===== src/rtl/core/assert_macros.svh =====
// assertion helpers shared by the rtl
`ifndef ASSERT_MACROS_SVH
`define ASSERT_MACROS_SVH

`ifndef SYNTHESIS

// same-cycle implication
`define DTSL_ASSERT_SAME(label, clk, rst, ante, cons) \
   label: assert property (@(posedge clk) disable iff (rst) (ante) |-> (cons)) \
      else $error("dtsl assertion failed");

// next-cycle implication
`define DTSL_ASSERT_NEXT(label, clk, rst, ante, cons) \
   label: assert property (@(posedge clk) disable iff (rst) (ante) |=> (cons)) \
      else $error("dtsl assertion failed");

`else

`define DTSL_ASSERT_SAME(label, clk, rst, ante, cons)
`define DTSL_ASSERT_NEXT(label, clk, rst, ante, cons)

`endif

`endif


===== src/rtl/core/dtsl_pkg.sv =====
`default_nettype none

package dtsl_pkg;

   localparam int VAL_W = 16;
   localparam int SUM_W = 21;

   // transaction commands
   typedef enum logic [1:0] {
      CMD_TICK      = 2'd0,
      CMD_READ_HOUR = 2'd1,
      CMD_READ_DAY  = 2'd2
   } cmd_type;

   typedef struct packed {
      cmd_type            command;
      logic signed [15:0] temperature_now;
      logic [4:0]         clock_hour;
      logic [5:0]         clock_minute;
      logic [7:0]         entry_index;
   } req_type;

   typedef struct packed {
      logic               ok;
      logic signed [15:0] first_value;
      logic signed [15:0] second_value;
      logic signed [15:0] third_value;
      logic [2:0]         day_slot_now;
      logic [4:0]         hour_slot_now;
   } rsp_type;

   // one day record
   typedef struct packed {
      logic signed [VAL_W-1:0] hi_val;
      logic signed [VAL_W-1:0] lo_val;
      logic signed [VAL_W-1:0] avg_val;
   } day_rec_type;

endpackage

`default_nettype wire


===== src/rtl/core/dtsl_stream_if.sv =====
`default_nettype none

// valid/ready channel carrying one payload per transaction
interface dtsl_stream_if #(
   parameter type payload_type = logic
);
   logic        valid;
   logic        ready;
   payload_type payload;

   modport source (output valid, output payload, input ready);
   modport sink   (input valid, input payload, output ready);
endinterface

`default_nettype wire


===== src/rtl/core/dtsl_avg_div.sv =====
`default_nettype none

// signed running sum divided by HOURS, truncated toward zero, saturated to 16 bits
module dtsl_avg_div #(
   parameter int HOURS = 24
) (
   input  wire logic signed [dtsl_pkg::SUM_W-1:0] sum,
   output logic signed [dtsl_pkg::VAL_W-1:0]      avg
);

   localparam int SW      = dtsl_pkg::SUM_W;
   localparam int RECIP_K = SW + $clog2(HOURS);
   localparam logic [RECIP_K:0] RECIP_M =
      (RECIP_K+1)'(((64'd1 << RECIP_K) + 64'(HOURS) - 64'd1) / 64'(HOURS));
   localparam logic [SW-1:0] POS_LIMIT = SW'(32767);
   localparam logic [SW-1:0] NEG_LIMIT = SW'(32768);

   logic [SW-1:0]         mag;
   logic [SW+RECIP_K:0]   prod;
   logic [SW-1:0]         q_mag;
   logic [SW-1:0]         q_neg;

   // magnitude, then reciprocal multiply (exact for every 21-bit magnitude)
   assign mag   = sum[SW-1] ? SW'(-sum) : SW'(sum);
   assign prod  = mag * RECIP_M;
   assign q_mag = prod[RECIP_K +: SW];
   assign q_neg = SW'(-q_mag);

   // restore sign and clamp
   always_comb begin
      if (!sum[SW-1]) begin
         avg = (q_mag > POS_LIMIT) ? 16'sh7fff : q_mag[15:0];
      end else begin
         avg = (q_mag > NEG_LIMIT) ? 16'sh8000 : q_neg[15:0];
      end
   end

endmodule

`default_nettype wire


===== src/rtl/core/dtsl_hour_log.sv =====
`default_nettype none

// hourly sample table with its write pointer
module dtsl_hour_log #(
   parameter int HOURS = 24
) (
   input  wire logic                            clock,
   input  wire logic                            reset,
   input  wire logic                            log_en,
   input  wire logic signed [dtsl_pkg::VAL_W-1:0] sample,
   input  wire logic [7:0]                      rd_index,
   output logic                                 rd_ok,
   output logic signed [dtsl_pkg::VAL_W-1:0]    rd_data,
   output logic [4:0]                           slot_after
);

   localparam int HSW = (HOURS > 1) ? $clog2(HOURS) : 1;

   logic [HSW-1:0]                    slot_ff;
   logic [HSW-1:0]                    slot_in;
   logic [HSW-1:0]                    slot_next;
   logic [7:0]                        slot_wide;
   logic signed [dtsl_pkg::VAL_W-1:0] samples_ff [HOURS];

   // pointer advance with wrap at HOURS
   assign slot_next  = (slot_ff == HSW'(HOURS - 1)) ? '0 : slot_ff + 1'b1;
   assign slot_in    = log_en ? slot_next : slot_ff;
   assign slot_wide  = 8'(slot_in);
   assign slot_after = slot_wide[4:0];

   // read side
   assign rd_ok   = rd_index < 8'(HOURS);
   assign rd_data = rd_ok ? samples_ff[rd_index[HSW-1:0]] : '0;

   always_ff @(posedge clock) begin
      if (reset) begin
         slot_ff <= '0;
         for (int i = 0; i < HOURS; i++) begin
            samples_ff[i] <= '0;
         end
      end else if (log_en) begin
         samples_ff[slot_ff] <= sample;
         slot_ff             <= slot_in;
      end
   end

endmodule

`default_nettype wire


===== src/rtl/core/dtsl_core.sv =====
`default_nettype none

// day state, day records and result assembly for one transaction per cycle; ticks update state only when fire is high
module dtsl_core #(
   parameter int DAYS  = 7,
   parameter int HOURS = 24
) (
   input  wire logic              clock,
   input  wire logic              reset,
   input  wire logic              fire,
   input  wire dtsl_pkg::req_type item,
   output dtsl_pkg::rsp_type      result
);

   localparam int DSW = (DAYS > 1) ? $clog2(DAYS) : 1;
   localparam int SW  = dtsl_pkg::SUM_W;

   logic                              active_ff, active_in;
   logic [4:0]                        last_hour_ff, last_hour_in;
   logic signed [SW-1:0]              sum_ff, sum_in;
   logic [DSW-1:0]                    day_slot_ff, day_slot_in, day_next, rd_slot;
   dtsl_pkg::day_rec_type             rec_ff [DAYS];
   dtsl_pkg::day_rec_type             cur, wr_rec;
   logic                              is_tick, at_midnight, new_hour;
   logic                              day_open, hour_update, day_close;
   logic                              wr_hilo, wr_avg, avg_here;
   logic                              day_idx_ok;
   logic signed [dtsl_pkg::VAL_W-1:0] t_now, avg_q, hour_data;
   logic                              hour_ok;
   logic [4:0]                        hour_slot_after;
   logic [7:0]                        day_slot_wide;

   assign t_now = item.temperature_now;

   // tick decode
   assign is_tick     = fire && (item.command == dtsl_pkg::CMD_TICK);
   assign at_midnight = (item.clock_hour == '0) && (item.clock_minute == '0);
   assign new_hour    = active_ff && (item.clock_minute == '0)
                        && (last_hour_ff != item.clock_hour);
   assign day_open    = is_tick && !active_ff && at_midnight;
   assign hour_update = is_tick && new_hour && (item.clock_hour != '0);
   assign day_close   = is_tick && new_hour && (item.clock_hour == '0);

   // day ring pointer
   assign day_next    = (day_slot_ff == DSW'(DAYS - 1)) ? '0 : day_slot_ff + 1'b1;
   assign day_slot_in = day_close ? day_next : day_slot_ff;

   // one read of the day records: slot after the tick, or the requested slot
   assign day_idx_ok = item.entry_index < 8'(DAYS);
   assign rd_slot    = (item.command == dtsl_pkg::CMD_TICK) ? day_slot_in
                                                            : item.entry_index[DSW-1:0];
   assign cur        = rec_ff[rd_slot];

   dtsl_avg_div #(
      .HOURS (HOURS)
   ) u_avg_div (
      .sum (sum_ff),
      .avg (avg_q)
   );

   // new record values for the current slot
   always_comb begin
      wr_rec.hi_val  = day_open ? t_now : ((cur.hi_val < t_now) ? t_now : cur.hi_val);
      wr_rec.lo_val  = day_open ? t_now : ((cur.lo_val > t_now) ? t_now : cur.lo_val);
      wr_rec.avg_val = day_open ? t_now : avg_q;
   end
   assign wr_hilo  = day_open || hour_update;
   assign wr_avg   = day_open || day_close;
   assign avg_here = wr_avg && (rd_slot == day_slot_ff);

   // running day state
   always_comb begin
      active_in    = active_ff;
      last_hour_in = last_hour_ff;
      sum_in       = sum_ff;
      if (day_open) begin
         active_in    = 1'b1;
         last_hour_in = '0;
         sum_in       = SW'(t_now);
      end else if (hour_update) begin
         last_hour_in = item.clock_hour;
         sum_in       = sum_ff + SW'(t_now);
      end else if (day_close) begin
         active_in = 1'b0;
      end
   end

   always_ff @(posedge clock) begin
      if (reset) begin
         active_ff    <= 1'b0;
         last_hour_ff <= '0;
         sum_ff       <= '0;
         day_slot_ff  <= '0;
         for (int i = 0; i < DAYS; i++) begin
            rec_ff[i] <= '0;
         end
      end else begin
         active_ff    <= active_in;
         last_hour_ff <= last_hour_in;
         sum_ff       <= sum_in;
         day_slot_ff  <= day_slot_in;
         if (wr_hilo) begin
            rec_ff[day_slot_ff].hi_val <= wr_rec.hi_val;
            rec_ff[day_slot_ff].lo_val <= wr_rec.lo_val;
         end
         if (wr_avg) begin
            rec_ff[day_slot_ff].avg_val <= wr_rec.avg_val;
         end
      end
   end

   dtsl_hour_log #(
      .HOURS (HOURS)
   ) u_hour_log (
      .clock      (clock),
      .reset      (reset),
      .log_en     (day_open || hour_update),
      .sample     (t_now),
      .rd_index   (item.entry_index),
      .rd_ok      (hour_ok),
      .rd_data    (hour_data),
      .slot_after (hour_slot_after)
   );

   assign day_slot_wide = 8'(day_slot_in);

   // result transaction
   always_comb begin
      result               = '0;
      result.day_slot_now  = day_slot_wide[2:0];
      result.hour_slot_now = hour_slot_after;
      unique case (item.command)
         dtsl_pkg::CMD_TICK: begin
            result.ok           = 1'b1;
            result.first_value  = wr_hilo ? wr_rec.hi_val : cur.hi_val;
            result.second_value = wr_hilo ? wr_rec.lo_val : cur.lo_val;
            result.third_value  = avg_here ? wr_rec.avg_val : cur.avg_val;
         end
         dtsl_pkg::CMD_READ_HOUR: begin
            result.ok          = hour_ok;
            result.first_value = hour_data;
         end
         dtsl_pkg::CMD_READ_DAY: begin
            result.ok = day_idx_ok;
            if (day_idx_ok) begin
               result.first_value  = cur.hi_val;
               result.second_value = cur.lo_val;
               result.third_value  = cur.avg_val;
            end
         end
         default: begin
            result.ok = 1'b0;
         end
      endcase
   end

endmodule

`default_nettype wire


===== src/rtl/core/daily_temperature_stats_logger_top.sv =====
// Daily temperature statistics logger. Ticks (command 0) carry temperature and
// real-time-clock hour and minute; the block opens a day record at 00:00, logs an
// hourly sample and tracks max/min on each new hour at minute 0, and at the next
// midnight stores the average (sum / HOURS, truncated toward zero, saturated) and
// moves to the next slot of a DAYS-deep day ring. Commands 1 and 2 read an hourly
// sample or a day record with an in-range flag. One transaction is taken every
// cycle unless the input is stalled; its result passes through the input
// register, which holds it while the update runs, and then the result register,
// which presents it. A result that waits on the output stalls the input only once
// both registers are full. The tick update, with its reciprocal multiply for the
// average, sits between those two registers. Both tables are cleared directly by
// reset, so the block is ready the cycle after.
`default_nettype none
`include "assert_macros.svh"

module daily_temperature_stats_logger_top #(
   parameter int DAYS  = 7,
   parameter int HOURS = 24
) (
   input wire logic      clock,
   input wire logic      reset,
   dtsl_stream_if.sink   req_chan,
   dtsl_stream_if.source rsp_chan
);

   logic              s1_valid_ff, s1_valid_in;
   dtsl_pkg::req_type s1_item_ff;
   logic              rsp_valid_ff, rsp_valid_in;
   dtsl_pkg::rsp_type rsp_data_ff;
   dtsl_pkg::rsp_type core_result;
   logic              out_adv, s1_fire, req_accept;
   logic              tick_fire, rsp_rejected, rsp_all_zero;

   // pipeline advance
   assign out_adv    = !rsp_valid_ff || rsp_chan.ready;
   assign s1_fire    = s1_valid_ff && out_adv;
   assign req_chan.ready = !s1_valid_ff || out_adv;
   assign req_accept = req_chan.valid && req_chan.ready;

   assign s1_valid_in  = req_accept || (s1_valid_ff && !s1_fire);
   assign rsp_valid_in = s1_fire || (rsp_valid_ff && !rsp_chan.ready);

   // input register
   always_ff @(posedge clock) begin
      if (reset) begin
         s1_valid_ff <= 1'b0;
      end else begin
         s1_valid_ff <= s1_valid_in;
      end
   end

   always_ff @(posedge clock) begin
      if (req_accept) begin
         s1_item_ff <= req_chan.payload;
      end
   end

   dtsl_core #(
      .DAYS  (DAYS),
      .HOURS (HOURS)
   ) u_core (
      .clock  (clock),
      .reset  (reset),
      .fire   (s1_fire),
      .item   (s1_item_ff),
      .result (core_result)
   );

   // result register
   always_ff @(posedge clock) begin
      if (reset) begin
         rsp_valid_ff <= 1'b0;
      end else begin
         rsp_valid_ff <= rsp_valid_in;
      end
   end

   always_ff @(posedge clock) begin
      if (s1_fire) begin
         rsp_data_ff <= core_result;
      end
   end

   assign rsp_chan.valid   = rsp_valid_ff;
   assign rsp_chan.payload = rsp_data_ff;

   // terms for the checks
   assign tick_fire    = s1_fire && (s1_item_ff.command == dtsl_pkg::CMD_TICK);
   assign rsp_rejected = rsp_valid_ff && !rsp_data_ff.ok;
   assign rsp_all_zero = (rsp_data_ff.first_value == '0)
                         && (rsp_data_ff.second_value == '0)
                         && (rsp_data_ff.third_value == '0);

   // checks
   `DTSL_ASSERT_NEXT(a_fire_fills_output, clock, reset, s1_fire, rsp_valid_ff)
   `DTSL_ASSERT_NEXT(a_accept_fills_input, clock, reset, req_accept, s1_valid_ff)
   `DTSL_ASSERT_NEXT(a_tick_ok, clock, reset, tick_fire, rsp_data_ff.ok)
   `DTSL_ASSERT_SAME(a_reject_zero, clock, reset, rsp_rejected, rsp_all_zero)

endmodule

`default_nettype wire

===== src/flat_wrapper.sv =====
// flat-port wrapper written by rule: the top's interface ports become plain ports
module daily_temperature_stats_logger_top_flat 
#(
   parameter int DAYS  = 7,
   parameter int HOURS = 24
)
  (clock, reset, req_chan_valid, req_chan_payload, req_chan_ready, rsp_chan_valid, rsp_chan_payload, rsp_chan_ready);
  dtsl_stream_if req_chan_i ();
  dtsl_stream_if rsp_chan_i ();
  input wire logic clock;
  input wire logic reset;
  input wire logic [$bits(req_chan_i.valid)-1:0] req_chan_valid;
  input wire logic [$bits(req_chan_i.payload)-1:0] req_chan_payload;
  output wire logic [$bits(req_chan_i.ready)-1:0] req_chan_ready;
  output wire logic [$bits(rsp_chan_i.valid)-1:0] rsp_chan_valid;
  output wire logic [$bits(rsp_chan_i.payload)-1:0] rsp_chan_payload;
  input wire logic [$bits(rsp_chan_i.ready)-1:0] rsp_chan_ready;
  assign req_chan_i.valid = req_chan_valid;
  assign req_chan_i.payload = req_chan_payload;
  assign req_chan_ready = req_chan_i.ready;
  assign rsp_chan_valid = rsp_chan_i.valid;
  assign rsp_chan_payload = rsp_chan_i.payload;
  assign rsp_chan_i.ready = rsp_chan_ready;
  daily_temperature_stats_logger_top #(.DAYS(DAYS), .HOURS(HOURS)) u_core (.clock(clock), .reset(reset), .req_chan(req_chan_i), .rsp_chan(rsp_chan_i));
endmodule

===== config.mk =====
export PLATFORM = sky130hd
export DESIGN_NAME = daily_temperature_stats_logger_top_flat
export DESIGN_NICKNAME = d
export VERILOG_FILES = /design/src/rtl/core/dtsl_pkg.sv /design/src/rtl/core/dtsl_stream_if.sv /design/src/rtl/core/dtsl_avg_div.sv /design/src/rtl/core/dtsl_hour_log.sv /design/src/rtl/core/dtsl_core.sv /design/src/rtl/core/daily_temperature_stats_logger_top.sv /design/src/flat_wrapper.sv
export VERILOG_INCLUDE_DIRS = /design/src /design/src/rtl/core
export SDC_FILE = /design/constraint.sdc
export NUM_CORES = 1
export LEC_CHECK = 0
export BUFFER_PORTS_ARGS = -buffer_cell sky130_fd_sc_hd__buf_4
export CORE_AREA = 2 2 39 41
export CTS_CLUSTER_DIAMETER = 80
export DETAILED_ROUTE_END_ITERATION = 12
export DIE_AREA = 0 0 41 43
export MAX_ROUTING_LAYER = met4
export PLACE_DENSITY = 0.58
export SYNTH_ARGS = -nofsm -noshare
export SYNTH_HDL_FRONTEND = slang
export SYNTH_SLANG_ARGS = --single-unit
export TNS_END_PERCENT = 50

===== constraint.sdc =====
create_clock -name clock -period 1.9 [get_ports clock]
set_clock_uncertainty 0.15 [all_clocks]
set_input_delay 0.285 -clock clock [delete_from_list [all_inputs] [get_ports clock]]
set_output_delay 0.285 -clock clock [all_outputs]
set_load 0.02 [all_outputs]

# Word-level counts from Yosys, hierarchy flattened
# Cells that the tools add are included.
[op_classes]
n_lt_le_gt_ge = 0
bitwise_logic = 0
reduce_logical = 14
div_mod_pow = 0
shift = 0
muxes = 3
mul = 0
eq_ne = 1
addsub = 1
[op_table]
columns = ["operator", "count"]
rows = [
  ["two-way mux 5 bit", 2],
  ["adder 5 x 1 -> 5 bit (second input constant)", 1],
  ["== test 5 bit (second input constant)", 1],
  ["logical AND 1 bit", 5],
  ["zero test 1 bit", 5],
  ["logical OR 1 bit", 4],
  ["two-way mux 1 bit", 1],
]
[word_totals]
latchBits = 0
mem_count = 0
rom_bits = 0
ff_bits = 9
out_inout_bits = 3
elab_cells = 24
ramBits = 0
input_bits = 5

# Logic depth before layout (Yosys ltp)
[logic_depth]
word_depth = 6
mapped_depth = 4
depth_no_buf = 4

# By module
# Synthesis repeated with hierarchy kept, for this count alone.
[hier_totals]
hier_cells = 4570
area_unflattened_um2 = 52551.7
[modules_own_cells]
columns = ["mod", "n_inst", "area_per_inst_um2", "cells_per_inst", "seq_area_each_um2"]
rows = [
  ["dtsl_hour_log", 1, 23124.7, 1381, 15474.8],
  ["dtsl_core", 1, 21030.2, 2210, 11651.2],
  ["dtsl_avg_div", 1, 8229.1, 966, 0.0],
  ["daily_temperature_stats_logger_top", 1, 167.7, 13, 100.1],
]

# Worst setup path after synthesis
# OpenSTA, ideal clock, no wires.
[synth_timing]
kind = "register -> register"
startpoint = "register u_core.rsp_valid_ff (netlist: u_core.rsp_chan.valid)"
endpoint = "register u_core.u_core.u_hour_log.slot_ff[4]"
path_slack_ps = 432
stages_incl_launch_ff = 5
arrival_time_ps = 1248
period_less_slack_ps = 1468
setup_time_ps = 70
required_ps = 1680
path_buffers = 1
path_cell_list = "dfxtp_1 nor2b_1 buf_6 or4_1 a21oi_1"
[synth_between]
elab_chain_cells = 5
[synth_rtl]
columns = ["element", "line_no", "source"]
rows = [
  ["start, declared", "daily_temperature_stats_logger_top.sv:28", "logic rsp_valid_ff, rsp_valid_in;"],
  ["start signal, assigned", "daily_temperature_stats_logger_top.sv:74", "rsp_valid_ff <= rsp_valid_in;"],
  ["zero test 1 bit (*)", "daily_temperature_stats_logger_top.sv:35", "assign out_adv = !rsp_valid_ff || rsp_chan.ready;"],
  ["logical OR 1 bit (*)", "daily_temperature_stats_logger_top.sv:35", ""],
  ["logical AND 1 bit (*)", "daily_temperature_stats_logger_top.sv:36", "assign s1_fire = s1_valid_ff && out_adv;"],
  ["logical AND 1 bit (*)", "dtsl_core.sv:40", "assign day_open = is_tick && !active_ff && at_midnight;"],
  ["two-way mux 5 bit", "dtsl_hour_log.sv:27", "assign slot_in = log_en ? slot_next : slot_ff;"],
  ["end signal, assigned", "dtsl_hour_log.sv:43", "slot_ff <= slot_in;"],
  ["end, declared", "dtsl_hour_log.sv:19", "logic [HSW-1:0] slot_ff;"],
]
# Every way passes the cells marked *; elsewhere a longest branch is shown, timed or not.
# A chain may end at the register's enable or synchronous reset.

# Worst setup path in the final report
[layout_timing]
startpoint = "register u_core.rsp_valid_ff (netlist: u_core.rsp_chan.valid)"
endpoint = "output port req_chan_ready"
[layout_between]
elab_chain_cells = 3
[layout_rtl]
columns = ["element", "line_no", "source"]
rows = [
  ["zero test 1 bit", "daily_temperature_stats_logger_top.sv:35", ""],
  ["logical OR 1 bit", "daily_temperature_stats_logger_top.sv:35", ""],
  ["logical OR 1 bit", "daily_temperature_stats_logger_top.sv:37", "assign req_chan.ready = !s1_valid_ff || out_adv;"],
  ["end, declared", "flat_wrapper.sv:14", "output wire logic [$bits(req_chan_i.ready)-1:0] req_chan_ready;"],
]
# Every way passes these cells.

==> flow_results.org <==
** Status
- Outcome :: finished clean

** Worst hold path
- The path class of the tightest hold or removal check is input pin to flop.

** Job
- The tool flagged a number of max-cap violations equal to 0.

** Synth
- Number of enable-type register cells in the synthesized netlist :: 1
- The number of nets in the synthesized netlist is 54.
- The netlist uses 22 different library cells.
- Sorting the synthesized cells by how often they occur yields sky130_fd_sc_hd__dfxtp_1 (8), sky130_fd_sc_hd__nor2_1 (6), sky130_fd_sc_hd__a21oi_1 (5).
- The synthesized design contains 9 register bits.
- Sorting the synthesized cells by area gives the leading types as sky130_fd_sc_hd__dfxtp_1 (39%), sky130_fd_sc_hd__edfxtp_1 (7.2%), sky130_fd_sc_hd__a21oi_1 (6.0%).
- Synth async-reset ratio :: 0
- After technology mapping, the gate count stands at 48.
- The biggest area contributor in the post-synthesis netlist is sky130_fd_sc_hd__dfxtp_1.
- Of the synthesized area, sequential elements account for 0.458.
- Most common cell in the synthesized netlist :: sky130_fd_sc_hd__dfxtp_1
- Among all flip-flop cells after synthesis, the most frequent one is sky130_fd_sc_hd__dfxtp_1.
- During synthesis, Yosys emitted a total of 0 warnings.
- Fraction of synthesized cell area taken by the top area cell type :: 0.386
- Synth Area per Inst :: 8.65 sq um
- Area of the mapped netlist :: 415 sq um

** Clock tree
- H-tree depth :: 1
- Clock latency at the later pin of the worst-skew pair :: 0.26 ns
- The clock passes through at most 2 buffers.
- TritonCTS built the clock tree.
- Post-CTS clock slew at the launch and capture registers of the worst setup and hold paths :: 0.06 ns
- After clock tree synthesis, the flow added hold-fix buffers numbering 0.
- The clock net in this run drives a total of 9 sinks.
- Clock tree synthesis inserted a total of 3 buffers.
- Buffer type at the clock tree root :: sky130_fd_sc_hd__clkbuf_4

** Die
- The die covers 0.00176 sq mm.
- Floorplan row count :: 14
- Measured along the y axis, the die boundary spans 43 um.
- Die boundary width :: slightly above 40 um
- In this run the standard cell core region covers 0.00138 sq mm.
- Starting utilization of the core area :: 0.300
- Number of I/O pins :: 8

** Global route
- The first global-routing pass estimated 1300 um of wire.
- Initial antenna violation count :: 0
- Entering global routing, the biggest net connects 11 pins.
- Global routing finished with a remaining overflow of 0.
- Overall routing resource usage :: 0.119
- Number of global-route vias before repair :: 313

** Timing
- At the pin with the least slew margin, the transition time is 0.313 ns.
- Peak Freq :: 0.624 GHz
- Measured against its own limit, the worst slew margin works out to 0.790.
- Setup repair after global routing left no endpoint under its margin.
- Setup total negative slack :: 0 ns
- Endpoints failing hold :: 0
- Of the available clock period, the critical path in the final layout requires 0.844.
- Final Worst Setup Slack :: 0.297 ns
- Setup violations remaining at the end of the flow were counted as 0.
- Clock period minus worst slack :: 1.60 ns
- Final number of max-transition violations :: 0

** Setup path
- Of all nets on the critical path, the largest fanout is 8.
- Data on the critical path arrives at its endpoint at about 1.2 ns.
- The worst setup path is captured at a primary output.
- Grouping stages by cell kind, the critical path spends the most delay in simple AND/OR/NAND/NOR gates.
- Counting both buffers and inverters, the worst setup path holds a total of 1.
- Critical path required time :: 1.46 ns
- Kind of critical path :: flop to primary output
- STA classifies the critical path startpoint as a flop.
- Max stage delay cell, worst path :: sky130_fd_sc_hd__dfxtp_1
- Critical path, cell by cell :: nor2b_2, nand2_1, buf_4
- Largest stage delay, worst path :: around 0.33 ns

** Detailed routing
- The first routing iteration left 6 violations.
- For this run, the detailed router's first-pass iteration total came to 2.
- Average wire length per cell after detail routing :: about 11 um
- For this block, the routed nets add up to 776 um of wire.
- Dividing the detail-routed via count by the number of cells gives between 4 and 5.
- For this run, design rule violations remaining after detail routing come to 0.
- The routed layout has approximately 350 vias.
- Once detail routing completed, the nets flagged for antenna violations numbered 0.

** Place
- Timing analysis after detailed placement gives a worst setup slack of 0.368 ns.
- DP Area :: approximately 470 sq um
- Routability-driven placement congestion ratio :: ~0.67
- Once placement completed, the tool counted placed cells totaling 68.
- HPWL reported at the end of detailed placement :: ~530 um
- Port buffer count :: 6

** Final layout
- After routing the design area is 494 sq um.
- Fraction of final layout cells with drive strength greater than 1 :: 0.179
- Area growth from synthesis to layout :: 19.0%
- Total Nets Final :: between 60 and 70
- The layout has 145 filler cells.
- For this run, the number of standard cells in the final layout without fillers is between 70 and 80.
- 0 antenna diodes ended up in the layout.

** Power
- Static Leakage :: 0.190 nW
- VDD sags by at most approximately 0.21 mV.
- After layout, the design draws a total of ~0.4 mW.
- Power per cell area :: ~800 mW/mm^2
[state kept, by name, summed over array words and instances (netlist names)]
name                              flops
u_core.u_core.active_ff               1
u_core.s1_valid_ff                    1
u_core.rsp_chan.valid                 1
u_core.u_core.u_hour_log.slot_ff      5
u_core.rsp_chan.payload               1
[worst register-to-register path: stages, from the launching register on]
cell and delay, ns:
sky130_fd_sc_hd__dfxtp_1 0.38, sky130_fd_sc_hd__ha_1 0.21, sky130_fd_sc_hd__nand2_1 0.07, sky130_fd_sc_hd__or4_1 0.51, sky130_fd_sc_hd__a21oi_1 0.15
[layer usage]
metal,vias up,wire [um],global-route usage
li1,183,-,-
met1,161,393,0.142
met2,2,363,0.150
met3,2,10,0.0314
met4,0,9,0.120
met5,-,0,-
[repair_timing]
action,in CTS,in global routing
gates resized for setup,0,1
buffers inserted,0,0
setup endpoints to repair,0,1
[metrics by stage]
step	utilization	hold slack, ns
6_report	0.357	0.0797
5_1_grt	0.357	0.0785
4_1_cts	0.355	0.0742
3_5_place_dp	0.336	0.326
3_3_place_gp	0.336	0.314
2_1_floorplan	-	0.252
[final timing paths]
kind,startpoint,end,slack (ns),cells past startpoint
setup / recovery,u_core.rsp_chan.valid$_SDFF_PP0_,req_chan_ready,0.30,3
hold / removal,req_chan_valid,u_core.s1_valid_ff$_SDFF_PP0_,0.08,3
setup reg to reg,u_core.u_core.u_hour_log.slot_ff[0]$_SDFFE_PP0P_,u_core.u_core.u_hour_log.slot_ff[4]$_SDFFE_PP0P_,0.36,4
hold reg to reg,u_core.u_core.active_ff$_SDFFE_PP0P_,u_core.u_core.active_ff$_SDFFE_PP0P_,0.34,2
[area by class of cell]
class                           instances  area, sq um  area share
Inverter                                1         3.75     0.00759
Multi-Input combinational cell         36          209       0.423
Timing Repair Buffer                    6         45.0      0.0911
Tap cell                               16         20.0      0.0405
Sequential cell                         9          190       0.385
Clock buffer                            4         26.3      0.0532
[logic make-up (layout without fill, tap and decap cells)]
group,after synthesis,after routing,synth area share
and+or+nand+nor,24,24,0.292
adders and majority gates,1,1,0.0301
muxes,2,2,0.0512
AOI/OAI and AO/OA,9,9,0.123
DFF,9,9,0.458
buffers and inverters,3,11,0.0452
[cells in the final DEF (no fill, tap or decap), types with 2 or more instances in the layout]
cell                       Yosys  final
sky130_fd_sc_hd__a21oi_1       5      5
sky130_fd_sc_hd__buf_4         0      6
sky130_fd_sc_hd__clkbuf_4      0      3
sky130_fd_sc_hd__dfxtp_1       8      8
sky130_fd_sc_hd__nand2_1       4      4
sky130_fd_sc_hd__nand2b_1      3      3
sky130_fd_sc_hd__nand3_1       4      4
sky130_fd_sc_hd__nor2_1        6      6
sky130_fd_sc_hd__nor2b_1       3      2
[power breakdown]
group | switching, mW | internal, mW | total, mW
sequential | 0.00583 | 0.200 | 0.206
clock | 0.0677 | 0.0810 | 0.149
combinational | 0.0200 | 0.0166 | 0.0366
Note: power is estimated with default switching activity, not from simulation.
